## config.mk

```make
export PLATFORM = sky130hd
export DESIGN_NAME = alpha_over_blend_unit_flat
export DESIGN_NICKNAME = d
export VERILOG_FILES = /design/src/rtl/abo_pkg.sv /design/src/rtl/abo_in_if.sv /design/src/rtl/abo_out_if.sv /design/src/rtl/abo_div_step.sv /design/src/rtl/alpha_over_blend_unit.sv /design/src/flat_wrapper.sv
export SDC_FILE = /design/constraint.sdc
export NUM_CORES = 2
export LEC_CHECK = 0
export ABC_AREA = 0
export ABC_CLOCK_PERIOD_IN_PS = 20100
export BUFFER_PORTS_ARGS = -buffer_cell sky130_fd_sc_hd__buf_2
export CORE_MARGIN = 8
export CORE_UTILIZATION = 55
export DETAILED_ROUTE_END_ITERATION = 6
export PLACE_DENSITY = 0.74
export SLEW_MARGIN = 10
export SYNTH_ARGS = -nofsm -noshare
export SYNTH_HDL_FRONTEND = slang
export SYNTH_SLANG_ARGS = --single-unit
```

## constraint.sdc

```tcl
create_clock -name clk -period 20.1 [get_ports clk]
set_input_delay 2.01 -clock clk [delete_from_list [all_inputs] [get_ports clk]]
set_output_delay 2.01 -clock clk [all_outputs]
set_load 0.03 [all_outputs]
```

## src/rtl/abo_pkg.sv

```systemverilog
// ----------------------------------------------------------------------------
// abo_pkg
// shared widths, constants and the divider stage record for the
// alpha-over blend pipeline
// ----------------------------------------------------------------------------
package abo_pkg;

	localparam int CH_W      = 8;   // one color or alpha channel
	localparam int PROD_W    = 16;  // 8 x 8 product, also the blend denominator
	localparam int NUM_W     = 24;  // weighted sum of one color channel
	localparam int DSH_W     = PROD_W + CH_W - 1;  // denominator shifted to the top quotient bit
	localparam int DIV_STEPS = CH_W;  // one quotient bit per stage

	localparam logic [CH_W-1:0] CHAN_MAX = 8'd255;

	// one item inside the restoring divider
	typedef struct packed {
		logic [NUM_W-1:0] rem_r;
		logic [NUM_W-1:0] rem_g;
		logic [NUM_W-1:0] rem_b;
		logic [DSH_W-1:0] dsh;
		logic [CH_W-1:0]  quot_r;
		logic [CH_W-1:0]  quot_g;
		logic [CH_W-1:0]  quot_b;
		logic [CH_W-1:0]  alpha;
	} abo_div_t;

endpackage

```

## src/rtl/abo_in_if.sv

```systemverilog
// ----------------------------------------------------------------------------
// abo_in_if
// input channel: one source and one destination pixel per item
// ----------------------------------------------------------------------------
interface abo_in_if;

	logic                    valid;
	logic                    ready;
	logic [abo_pkg::CH_W-1:0] src_red;
	logic [abo_pkg::CH_W-1:0] src_green;
	logic [abo_pkg::CH_W-1:0] src_blue;
	logic [abo_pkg::CH_W-1:0] src_alpha;
	logic [abo_pkg::CH_W-1:0] dst_red;
	logic [abo_pkg::CH_W-1:0] dst_green;
	logic [abo_pkg::CH_W-1:0] dst_blue;
	logic [abo_pkg::CH_W-1:0] dst_alpha;

	modport source (
		output valid, src_red, src_green, src_blue, src_alpha,
		output dst_red, dst_green, dst_blue, dst_alpha,
		input  ready
	);

	modport sink (
		input  valid, src_red, src_green, src_blue, src_alpha,
		input  dst_red, dst_green, dst_blue, dst_alpha,
		output ready
	);

endinterface

```

## src/rtl/abo_out_if.sv

```systemverilog
// ----------------------------------------------------------------------------
// abo_out_if
// output channel: one composited pixel per item
// ----------------------------------------------------------------------------
interface abo_out_if;

	logic                    valid;
	logic                    ready;
	logic [abo_pkg::CH_W-1:0] out_red;
	logic [abo_pkg::CH_W-1:0] out_green;
	logic [abo_pkg::CH_W-1:0] out_blue;
	logic [abo_pkg::CH_W-1:0] out_alpha;

	modport source (
		output valid, out_red, out_green, out_blue, out_alpha,
		input  ready
	);

	modport sink (
		input  valid, out_red, out_green, out_blue, out_alpha,
		output ready
	);

endinterface

```

## src/rtl/abo_div_step.sv

```systemverilog
// ----------------------------------------------------------------------------
// abo_div_step
// one registered step of the restoring divider: resolves one quotient bit
// for each of the three color lanes
// ----------------------------------------------------------------------------
module abo_div_step (
	input  logic              clk,
	input  logic              arst_n,
	input  logic              ld,
	input  logic              vld_in,
	input  abo_pkg::abo_div_t dat_in,
	output logic              vld_s,
	output abo_pkg::abo_div_t dat_s
);

	localparam int NUM_W = abo_pkg::NUM_W;
	localparam int CH_W  = abo_pkg::CH_W;

	logic [NUM_W-1:0] dsh_ext;
	logic             ge_r;
	logic             ge_g;
	logic             ge_b;
	abo_pkg::abo_div_t nxt;

	assign dsh_ext = {1'b0, dat_in.dsh};
	assign ge_r    = dat_in.rem_r >= dsh_ext;
	assign ge_g    = dat_in.rem_g >= dsh_ext;
	assign ge_b    = dat_in.rem_b >= dsh_ext;

	always_comb begin
		nxt        = dat_in;
		nxt.rem_r  = ge_r ? dat_in.rem_r - dsh_ext : dat_in.rem_r;
		nxt.rem_g  = ge_g ? dat_in.rem_g - dsh_ext : dat_in.rem_g;
		nxt.rem_b  = ge_b ? dat_in.rem_b - dsh_ext : dat_in.rem_b;
		nxt.quot_r = {dat_in.quot_r[CH_W-2:0], ge_r};
		nxt.quot_g = {dat_in.quot_g[CH_W-2:0], ge_g};
		nxt.quot_b = {dat_in.quot_b[CH_W-2:0], ge_b};
		nxt.dsh    = dat_in.dsh >> 1;
	end

	always_ff @(posedge clk or negedge arst_n) begin
		if (!arst_n) begin
			vld_s <= 1'b0;
		end else if (ld) begin
			vld_s <= vld_in;
		end
	end

	always_ff @(posedge clk) begin
		if (ld) begin
			dat_s <= nxt;
		end
	end

endmodule

```

## src/rtl/alpha_over_blend_unit.sv

```systemverilog
// ----------------------------------------------------------------------------
// alpha_over_blend_unit
// source-over-destination compositing of straight-alpha pixels, exact
// integer arithmetic with truncated results
// ----------------------------------------------------------------------------
// pix_in carries one source and one destination pixel per item, pix_out one
// composited pixel; both are valid/ready channels, an item moves when both
// are high at a clock edge.
// the pipeline has ten register stages: two for the weight products and the
// per-channel sums, then eight divider steps, one quotient bit each.
// throughput is one item per clock while pix_out is ready; the divider stages
// are fully pipelined. every stage loads when it is empty or the stage after
// it moves, so bubbles close up and a stalled receiver only blocks input once
// all ten stages hold an item. a held item and its fields stay unchanged
// until taken.
// reset (arst_n low) empties the pipeline; no result is shown afterwards
// until new items arrive.
// both alphas zero gives an all-zero pixel.
// ----------------------------------------------------------------------------
module alpha_over_blend_unit (
	input  logic       clk,
	input  logic       arst_n,
	abo_in_if.sink     pix_in,
	abo_out_if.source  pix_out
);

	localparam int CH_W      = abo_pkg::CH_W;
	localparam int PROD_W    = abo_pkg::PROD_W;
	localparam int NUM_W     = abo_pkg::NUM_W;
	localparam int DSH_W     = abo_pkg::DSH_W;
	localparam int DIV_STEPS = abo_pkg::DIV_STEPS;

	// stage 1: products
	logic              v_s1;
	logic [PROD_W-1:0] ps_r_s1;
	logic [PROD_W-1:0] ps_g_s1;
	logic [PROD_W-1:0] ps_b_s1;
	logic [PROD_W-1:0] wd_s1;
	logic [CH_W-1:0]   sa_s1;
	logic [CH_W-1:0]   dr_s1;
	logic [CH_W-1:0]   dg_s1;
	logic [CH_W-1:0]   db_s1;
	logic              ld1;

	// stage 2: numerators and denominator
	logic              v_s2;
	logic [NUM_W-1:0]  num_r_s2;
	logic [NUM_W-1:0]  num_g_s2;
	logic [NUM_W-1:0]  num_b_s2;
	logic [PROD_W-1:0] den_s2;
	logic [CH_W-1:0]   alpha_s2;
	logic              ld2;

	logic [PROD_W:0]   den_c;
	logic [PROD_W:0]   den_p1;
	logic [PROD_W:0]   alpha_c;
	logic [NUM_W-1:0]  ws_r;
	logic [NUM_W-1:0]  ws_g;
	logic [NUM_W-1:0]  ws_b;

	abo_pkg::abo_div_t div_init;
	logic [DIV_STEPS-1:0] step_ld;
	logic [DIV_STEPS-1:0] step_vld;
	abo_pkg::abo_div_t    step_dat [DIV_STEPS];

	assign ld1 = !v_s1 || ld2;
	assign ld2 = !v_s2 || step_ld[0];
	assign pix_in.ready = ld1;

	always_ff @(posedge clk or negedge arst_n) begin
		if (!arst_n) begin
			v_s1 <= 1'b0;
		end else if (ld1) begin
			v_s1 <= pix_in.valid;
		end
	end

	always_ff @(posedge clk) begin
		if (ld1) begin
			ps_r_s1 <= PROD_W'(pix_in.src_red)   * PROD_W'(pix_in.src_alpha);
			ps_g_s1 <= PROD_W'(pix_in.src_green) * PROD_W'(pix_in.src_alpha);
			ps_b_s1 <= PROD_W'(pix_in.src_blue)  * PROD_W'(pix_in.src_alpha);
			wd_s1   <= PROD_W'(pix_in.dst_alpha)
				* PROD_W'(abo_pkg::CHAN_MAX - pix_in.src_alpha);
			sa_s1   <= pix_in.src_alpha;
			dr_s1   <= pix_in.dst_red;
			dg_s1   <= pix_in.dst_green;
			db_s1   <= pix_in.dst_blue;
		end
	end

	// x*255 as (x << 8) - x
	assign ws_r = {ps_r_s1, 8'd0} - NUM_W'(ps_r_s1);
	assign ws_g = {ps_g_s1, 8'd0} - NUM_W'(ps_g_s1);
	assign ws_b = {ps_b_s1, 8'd0} - NUM_W'(ps_b_s1);
	assign den_c = {1'b0, sa_s1, 8'd0} - (PROD_W+1)'(sa_s1) + (PROD_W+1)'(wd_s1);
	// floor(x/255) = (x+1 + ((x+1) >> 8)) >> 8 for x below 65535
	assign den_p1  = den_c + (PROD_W+1)'(1);
	assign alpha_c = den_p1 + (den_p1 >> 8);

	always_ff @(posedge clk or negedge arst_n) begin
		if (!arst_n) begin
			v_s2 <= 1'b0;
		end else if (ld2) begin
			v_s2 <= v_s1;
		end
	end

	always_ff @(posedge clk) begin
		if (ld2) begin
			num_r_s2 <= ws_r + NUM_W'(dr_s1) * NUM_W'(wd_s1);
			num_g_s2 <= ws_g + NUM_W'(dg_s1) * NUM_W'(wd_s1);
			num_b_s2 <= ws_b + NUM_W'(db_s1) * NUM_W'(wd_s1);
			den_s2   <= den_c[PROD_W-1:0];
			alpha_s2 <= alpha_c[2*CH_W-1:CH_W];
		end
	end

	// a zero denominator means a zero numerator; an all-ones divisor then
	// never subtracts and the quotient stays zero
	always_comb begin
		div_init        = '0;
		div_init.rem_r  = num_r_s2;
		div_init.rem_g  = num_g_s2;
		div_init.rem_b  = num_b_s2;
		div_init.dsh    = (den_s2 == '0) ? '1 : {den_s2, (CH_W-1)'(0)};
		div_init.alpha  = alpha_s2;
	end

	for (genvar k = 0; k < DIV_STEPS; k++) begin : g_div
		if (k == DIV_STEPS - 1) begin : g_last
			assign step_ld[k] = !step_vld[k] || pix_out.ready;
		end else begin : g_mid
			assign step_ld[k] = !step_vld[k] || step_ld[k+1];
		end

		if (k == 0) begin : g_first
			abo_div_step u_step (
				.clk    (clk),
				.arst_n (arst_n),
				.ld     (step_ld[k]),
				.vld_in (v_s2),
				.dat_in (div_init),
				.vld_s  (step_vld[k]),
				.dat_s  (step_dat[k])
			);
		end else begin : g_next
			abo_div_step u_step (
				.clk    (clk),
				.arst_n (arst_n),
				.ld     (step_ld[k]),
				.vld_in (step_vld[k-1]),
				.dat_in (step_dat[k-1]),
				.vld_s  (step_vld[k]),
				.dat_s  (step_dat[k])
			);
		end
	end

	assign pix_out.valid     = step_vld[DIV_STEPS-1];
	assign pix_out.out_red   = step_dat[DIV_STEPS-1].quot_r;
	assign pix_out.out_green = step_dat[DIV_STEPS-1].quot_g;
	assign pix_out.out_blue  = step_dat[DIV_STEPS-1].quot_b;
	assign pix_out.out_alpha = step_dat[DIV_STEPS-1].alpha;

	// an accepted item always lands in stage 1
	a_accept_lands: assert property (@(posedge clk) disable iff (!arst_n)
		pix_in.valid && pix_in.ready |=> v_s1)
		else $error("accepted item not captured in stage 1");

	// a blocked stage 2 keeps its item
	a_s2_hold: assert property (@(posedge clk) disable iff (!arst_n)
		v_s2 && !step_ld[0] |=> v_s2 && $stable(num_r_s2) && $stable(den_s2))
		else $error("stage 2 item lost while stalled");

	// both alphas zero: zero numerators and zero alpha
	a_zero_den: assert property (@(posedge clk) disable iff (!arst_n)
		v_s2 && den_s2 == '0 |-> alpha_s2 == '0 && num_r_s2 == '0
			&& num_g_s2 == '0 && num_b_s2 == '0)
		else $error("zero denominator with nonzero numerator or alpha");

	// the red remainder after the first divider step stays below the divisor that step used
	a_rem_bound: assert property (@(posedge clk) disable iff (!arst_n)
		step_vld[0] |-> step_dat[0].rem_r < {1'b0, step_dat[0].dsh, 1'b0}
			|| step_dat[0].dsh[DSH_W-1])
		else $error("quotient overflow in the first divider step");

endmodule
```

## src/flat_wrapper.sv

```systemverilog
// flat-port wrapper written by rule: the top's interface ports become plain ports
module alpha_over_blend_unit_flat 
  (clk, arst_n, pix_in_valid, pix_in_src_red, pix_in_src_green, pix_in_src_blue, pix_in_src_alpha, pix_in_dst_red, pix_in_dst_green, pix_in_dst_blue, pix_in_dst_alpha, pix_in_ready, pix_out_valid, pix_out_out_red, pix_out_out_green, pix_out_out_blue, pix_out_out_alpha, pix_out_ready);
  abo_in_if pix_in_i ();
  abo_out_if pix_out_i ();
  input  logic clk;
  input  logic arst_n;
  input wire logic [$bits(pix_in_i.valid)-1:0] pix_in_valid;
  input wire logic [$bits(pix_in_i.src_red)-1:0] pix_in_src_red;
  input wire logic [$bits(pix_in_i.src_green)-1:0] pix_in_src_green;
  input wire logic [$bits(pix_in_i.src_blue)-1:0] pix_in_src_blue;
  input wire logic [$bits(pix_in_i.src_alpha)-1:0] pix_in_src_alpha;
  input wire logic [$bits(pix_in_i.dst_red)-1:0] pix_in_dst_red;
  input wire logic [$bits(pix_in_i.dst_green)-1:0] pix_in_dst_green;
  input wire logic [$bits(pix_in_i.dst_blue)-1:0] pix_in_dst_blue;
  input wire logic [$bits(pix_in_i.dst_alpha)-1:0] pix_in_dst_alpha;
  output wire logic [$bits(pix_in_i.ready)-1:0] pix_in_ready;
  output wire logic [$bits(pix_out_i.valid)-1:0] pix_out_valid;
  output wire logic [$bits(pix_out_i.out_red)-1:0] pix_out_out_red;
  output wire logic [$bits(pix_out_i.out_green)-1:0] pix_out_out_green;
  output wire logic [$bits(pix_out_i.out_blue)-1:0] pix_out_out_blue;
  output wire logic [$bits(pix_out_i.out_alpha)-1:0] pix_out_out_alpha;
  input wire logic [$bits(pix_out_i.ready)-1:0] pix_out_ready;
  assign pix_in_i.valid = pix_in_valid;
  assign pix_in_i.src_red = pix_in_src_red;
  assign pix_in_i.src_green = pix_in_src_green;
  assign pix_in_i.src_blue = pix_in_src_blue;
  assign pix_in_i.src_alpha = pix_in_src_alpha;
  assign pix_in_i.dst_red = pix_in_dst_red;
  assign pix_in_i.dst_green = pix_in_dst_green;
  assign pix_in_i.dst_blue = pix_in_dst_blue;
  assign pix_in_i.dst_alpha = pix_in_dst_alpha;
  assign pix_in_ready = pix_in_i.ready;
  assign pix_out_valid = pix_out_i.valid;
  assign pix_out_out_red = pix_out_i.out_red;
  assign pix_out_out_green = pix_out_i.out_green;
  assign pix_out_out_blue = pix_out_i.out_blue;
  assign pix_out_out_alpha = pix_out_i.out_alpha;
  assign pix_out_i.ready = pix_out_ready;
  alpha_over_blend_unit u_core (.clk(clk), .arst_n(arst_n), .pix_in(pix_in_i), .pix_out(pix_out_i));
endmodule
```

# --- After elaboration in Yosys (flattened, before gate mapping) ---
# Index checks and enable logic that the tools add are counted.
op_classes:
  n_mul: 7
  addsub: 32
  n_lt_le_gt_ge: 24
  muxes: 22
  n_reduce_logical: 21
op_table:
  columns: ["cell", "count"]
  rows:
  - ["$mux 24", 21]
  - ["$add 24x24->24", 3]
  - ["$ge 24x16->1", 3]
  - ["$ge 24x17->1", 3]
  - ["$ge 24x18->1", 3]
  - ["$ge 24x19->1", 3]
  - ["$ge 24x20->1", 3]
  - ["$ge 24x21->1", 3]
  - ["$ge 24x22->1", 3]
  - ["$ge 24x23->1", 3]
  - ["$mul 8x16->24", 3]
  - ["$sub 24x16->24", 3]
  - ["$sub 24x17->24", 3]
  - ["$sub 24x18->24", 3]
  - ["$sub 24x19->24", 3]
  - ["$sub 24x20->24", 3]
  - ["$sub 24x21->24", 3]
  - ["$sub 24x22->24", 3]
  - ["$sub 24x23->24", 3]
  - ["$mul 8x8->16", 3]
  - ["$mux 23", 1]
  - ["$add 17x1->17 const B", 1]
  - ["$add 17x16->17", 1]
  - ["$sub 16x8->17", 1]
  - ["other kinds (6)", 24]
word_totals:
  regBits: 1011
  wordCells: 189

# --- Longest topological paths before layout ---
logic_depth:
  ltp_word: 11
  ltp_mapped: 26
  depth_no_buf: 25

# --- Hierarchy ---
# A second synthesis with hierarchy kept.
hier_totals:
  cells_unflattened: 9967
  hier_area_um2: 99630.6
by_module_without_submodules:
  columns: ["mod", "n_inst", "area_per_inst_um2", "seq_area_each_um2", "cells_each"]
  rows:
  - ["alpha_over_blend_unit", 1, 30210.2, 5815.6, 3072]
  - ["abo_div_step (u_core.g_div[5].g_next.u_step ...)", 3, 8644.5, 3808.7, 860]
  - ["abo_div_step (u_core.g_div[1].g_next.u_step)", 1, 8760.9, 3808.7, 837]
  - ["abo_div_step (u_core.g_div[3].g_next.u_step)", 1, 8754.6, 3808.7, 853]
  - ["abo_div_step (u_core.g_div[0].g_first.u_step)", 1, 8747.1, 3808.7, 854]
  - ["abo_div_step (u_core.g_div[2].g_next.u_step)", 1, 8617.0, 3808.7, 895]
  - ["abo_div_step (u_core.g_div[4].g_next.u_step)", 1, 8607.0, 3808.7, 876]

# --- Least setup slack after synthesis ---
# No wires, ideal clock.
synth_timing:
  path_type: "input -> output"
  from: "in pix_out_ready"
  to: "out pix_in_ready"
  arrival_ns: 8.974
  path_stages: 6
  path_buffers: 0
  slack_ns: 9.116
  path_cell_list: "nor2b_1 and2_1 and3_1 nand4_1 nor2_1 nand3_1"
synth_between:
  elab_chain_cells: 10
synth_lines:
  columns: ["item", "line", "source"]
  rows:
  - ["start: declaration", "flat_wrapper.sv:23", "input wire logic [$bits(pix_out_i.ready)-1:0] pix_out_ready;"]
  - ["$logic_or 1x1->1", "alpha_over_blend_unit.sv:132", "assign step_ld[k] = !step_vld[k] || pix_out.ready;"]
  - ["$logic_or 1x1->1 (6 in a row)", "alpha_over_blend_unit.sv:134", "assign step_ld[k] = !step_vld[k] || step_ld[k+1];"]
  - ["net u_core.g_div[1].g_next.u_step.ld", "abo_div_step.sv:9", "input logic ld,"]
  - ["$logic_or 1x1->1", "alpha_over_blend_unit.sv:134", null]
  - ["$logic_or 1x1->1", "alpha_over_blend_unit.sv:67", "assign ld2 = !v_s2 || step_ld[0];"]
  - ["$logic_or 1x1->1", "alpha_over_blend_unit.sv:66", "assign ld1 = !v_s1 || ld2;"]
  - ["end: declaration", "flat_wrapper.sv:17", "output wire logic [$bits(pix_in_i.ready)-1:0] pix_in_ready;"]
# The timed path passes the listed nets, and every way through them passes these cells.

# --- Worst setup path after layout ---
# Ends and elaborated chain as after synthesis.

==> flow_metrics.env <==
export IMPL_status="finished, violations left"
export IMPL_violations="design-rule violations"
export IMPL_clk_latency_ps=750
export IMPL_yosys_most_used_dff="edfxtp_1"
export IMPL_slew_headroom=0.222
export IMPL_cts_tree="built"
export IMPL_drcViolationCount=1
export IMPL_yosysWarnings=0
export IMPL_r2r_start="u_core.db_s1[1]$_DFFE_PP_"
export IMPL_hold_viol=0
export IMPL_fill_cells=12400
export IMPL_yosysMostFrequentCell="edfxtp_1"
export IMPL_cts_resized=0
export IMPL_area_growth_pct=7.94
export IMPL_whs_path_depth=0
export IMPL_synth_seq_area_share=0.363
export IMPL_synth_mux_area_frac=0.0162
export IMPL_fin_area_um2=88700
export IMPL_critPathKind="input port to primary output"
export IMPL_synth_xor_area_share=0.0541
export IMPL_synth_edf_count=986
export IMPL_synth_top_family_by_area="adder cells"
export IMPL_place_area_um2=84800
export IMPL_setup_violations=0
export IMPL_cap_violations=0
export IMPL_synth_distinct_cells=101
export IMPL_cts_setup_buffers=0
export IMPL_crit_path_end="pix_in_ready"
export IMPL_r2r_slack_ps=14010
export IMPL_dieArea_um2=162000
export IMPL_grt_pass1_vias=60300
export IMPL_tns_ps=0
export IMPL_wire_per_inst_um=20.5
export IMPL_firstDrtPassIters=7
export IMPL_place_ws_ps=13290
export IMPL_drt_total_wl_mm=208
export IMPL_hpwl_mm=168
export IMPL_utilization=0.595
export IMPL_worstRegToRegCells=17
export IMPL_clock_path_buffers=3
export IMPL_port_buffers=101
export IMPL_endpoint_kind="primary output"
export IMPL_synthCells=8022
export IMPL_worst_r2r_endpoint="u_core.num_b_s2[22]$_DFFE_PP_"
export IMPL_htreeDepth=3
export IMPL_overflow=0
export IMPL_final_layout_size_suffix_gt1_frac=0.0618
export IMPL_worst_path_max_fanout=34
export IMPL_via_per_inst=5.76
export IMPL_ys_seq_elements=996
export IMPL_ctsHoldBuffers=0
export IMPL_setup_ws_ps=13620
export IMPL_drv_slew=0
export IMPL_initial_core_util=0.551
export IMPL_synth_nets=9418
export IMPL_async_flop_share=0.0100
export IMPL_hold_path_class="register to register"
export IMPL_grt_max_degree=94
export IMPL_num_rows=142
export IMPL_clockRootBuffer="clkbuf_16"
export IMPL_cts_buffers=110
export IMPL_grt_pass1_wl_mm=327
export IMPL_yosys_area_top_type="edfxtp_1"
export IMPL_synth_adder_area_share=0.248
export IMPL_fin_skew_ps=67.6
export IMPL_dieHeight_um=402
export IMPL_core_area_um2=149000
export IMPL_synthTopCellsByCount="986 x edfxtp_1, 977 x inv_1, 823 x ha_1"
export IMPL_clkTransAtPathRegs_ps=60
export IMPL_die_x_um=402
export IMPL_synth_compound_area_share=0.127
export IMPL_synth_area_um2=82200
export IMPL_synth_avg_cell_area_um2=10.2
export IMPL_arrival_ps=4470
export IMPL_cp_required_ps=18090
export IMPL_startpoint="pix_out_ready"
export IMPL_tightest_slew_ps=1170
export IMPL_ioPinCount=102
export IMPL_routabilityCongestion=1.01
export IMPL_track_usage=0.254
export IMPL_ant_nets=0
export IMPL_drtIter0Drc=3385
export IMPL_rsz0062_at_grt="no"
export IMPL_nets=9496
export IMPL_cts_sinks=996
export IMPL_fmax_mhz=154
export IMPL_layout_min_cycle_time_ps=6480
export IMPL_synth_top_area_frac=0.360
export IMPL_antenna_found_initial=2
export IMPL_synthTopCellsByArea="edfxtp_1 36%, ha_1 13%, fa_1 12%"
export IMPL_synthSimpleGateAreaFrac=0.137
export IMPL_period_share=0.322
export IMPL_route_vias_total=58400
export IMPL_critPathLaunchType="input port"
[worst min-delay path by stage]
stage,start,endpoint
2_1_floorplan,u_core.alpha_s2[0]$_DFFE_PP_,u_core.g_div[0].g_first.u_step.dat_s[0]$_DFFE_PP_
3_3_place_gp,u_core.g_div[2].g_next.u_step.dat_s[0]$_DFFE_PP_,u_core.g_div[3].g_next.u_step.dat_s[0]$_DFFE_PP_
3_5_place_dp,u_core.alpha_s2[3]$_DFFE_PP_,u_core.g_div[0].g_first.u_step.dat_s[3]$_DFFE_PP_
4_1_cts,u_core.g_div[2].g_next.u_step.dat_s[18]$_DFFE_PP_,u_core.g_div[3].g_next.u_step.dat_s[19]$_DFFE_PP_
5_1_grt,u_core.g_div[3].g_next.u_step.dat_s[4]$_DFFE_PP_,u_core.g_div[4].g_next.u_step.dat_s[4]$_DFFE_PP_
6_report,u_core.g_div[3].g_next.u_step.dat_s[27]$_DFFE_PP_,u_core.g_div[4].g_next.u_step.dat_s[28]$_DFFE_PP_
[cell families after synthesis]
| kind of cell | after synthesis |
|---|---|
| AOI/OAI and AO/OA | 1624 |
| xor gates and xnor gates | 507 |
| adders and majority gates | 1328 |
| buffers and inverters | 1165 |
| DFF | 996 |
| muxes | 118 |
| and+or+nand+nor | 2284 |
[metrics by stage]
step / hold WS, ps / instances
CTS: 387 / 10100
global placement: 401 / 9932
finish: 388 / 10100
floorplan: 400 / 8022
global route: 401 / 10100
detailed placement: 405 / 9932
[critical path, stage by stage]
cell and delay (ps):
buf_2 90, nor2b_1 180, and2_1 280, and3_1 410, nand4_1 140, buf_4 270, nor2_1 420, nand3_4 100
buf_4 260, buf_2 250
[flip-flops by register name, summed over array words and instances (netlist names), 16 cells and up]
register,flops
u_core.g_div.g_first.u_step.dat_s,100
u_core.num_b_s2,24
u_core.g_div.g_next.u_step.dat_s,694
u_core.num_g_s2,24
u_core.ps_b_s1,16
u_core.num_r_s2,24
u_core.ps_g_s1,16
u_core.wd_s1,16
u_core.den_s2,16
u_core.ps_r_s1,16
[placed cells by master (no fill, tap or decap), types with 28 or more instances in the layout]
cell type / count
or3_1: 47
o211ai_1: 33
ha_1: 823
a21o_1: 190
o21ai_0: 376
edfxtp_1: 986
and3_1: 40
fa_1: 505
and2_1: 309
a31oi_1: 43
a21oi_1: 436
buf_2: 101
nor3_1: 140
nand3_1: 112
nor2_1: 460
o21bai_1: 43
buf_4: 48
or2_2: 28
o31ai_1: 52
nand2b_1: 117
xnor2_1: 315
nand2_1: 686
nor2b_1: 136
nor4_1: 47
a211oi_1: 60
clkbuf_16: 111
mux2_2: 90
nand4_1: 75
o21a_1: 125
inv_1: 973
a21boi_0: 48
xor2_1: 192
[metal layers]
| metal | up-vias | global-route usage | wire (µm) |
|---|---|---|---|
| met1 | 27900 | 0.270 | 76700 |
| met3 | 664 | 0.0294 | 7730 |
| met5 | - | 0 | 0 |
| met4 | 0 | 0.202 | 20600 |
| li1 | 28200 | - | - |
| met2 | 1662 | 0.456 | 103000 |
[final cells by class]
cell class | count | area (µm²) | share of cell area
clock buffers | 123 | 2830 | 0.0319
multi-input cells | 5861 | 48000 | 0.541
well taps | 1944 | 2430 | 0.0274
repair buffers | 149 | 866 | 0.00976
inverters | 982 | 3700 | 0.0417
diodes | 3 | 7.51 | 0.0000847
flip-flops and latches | 996 | 29900 | 0.337
clock inverters | 81 | 993 | 0.0112
Power is not shown: default switching activity piles up to over one toggle a cycle in this logic, so the estimate is an artifact.
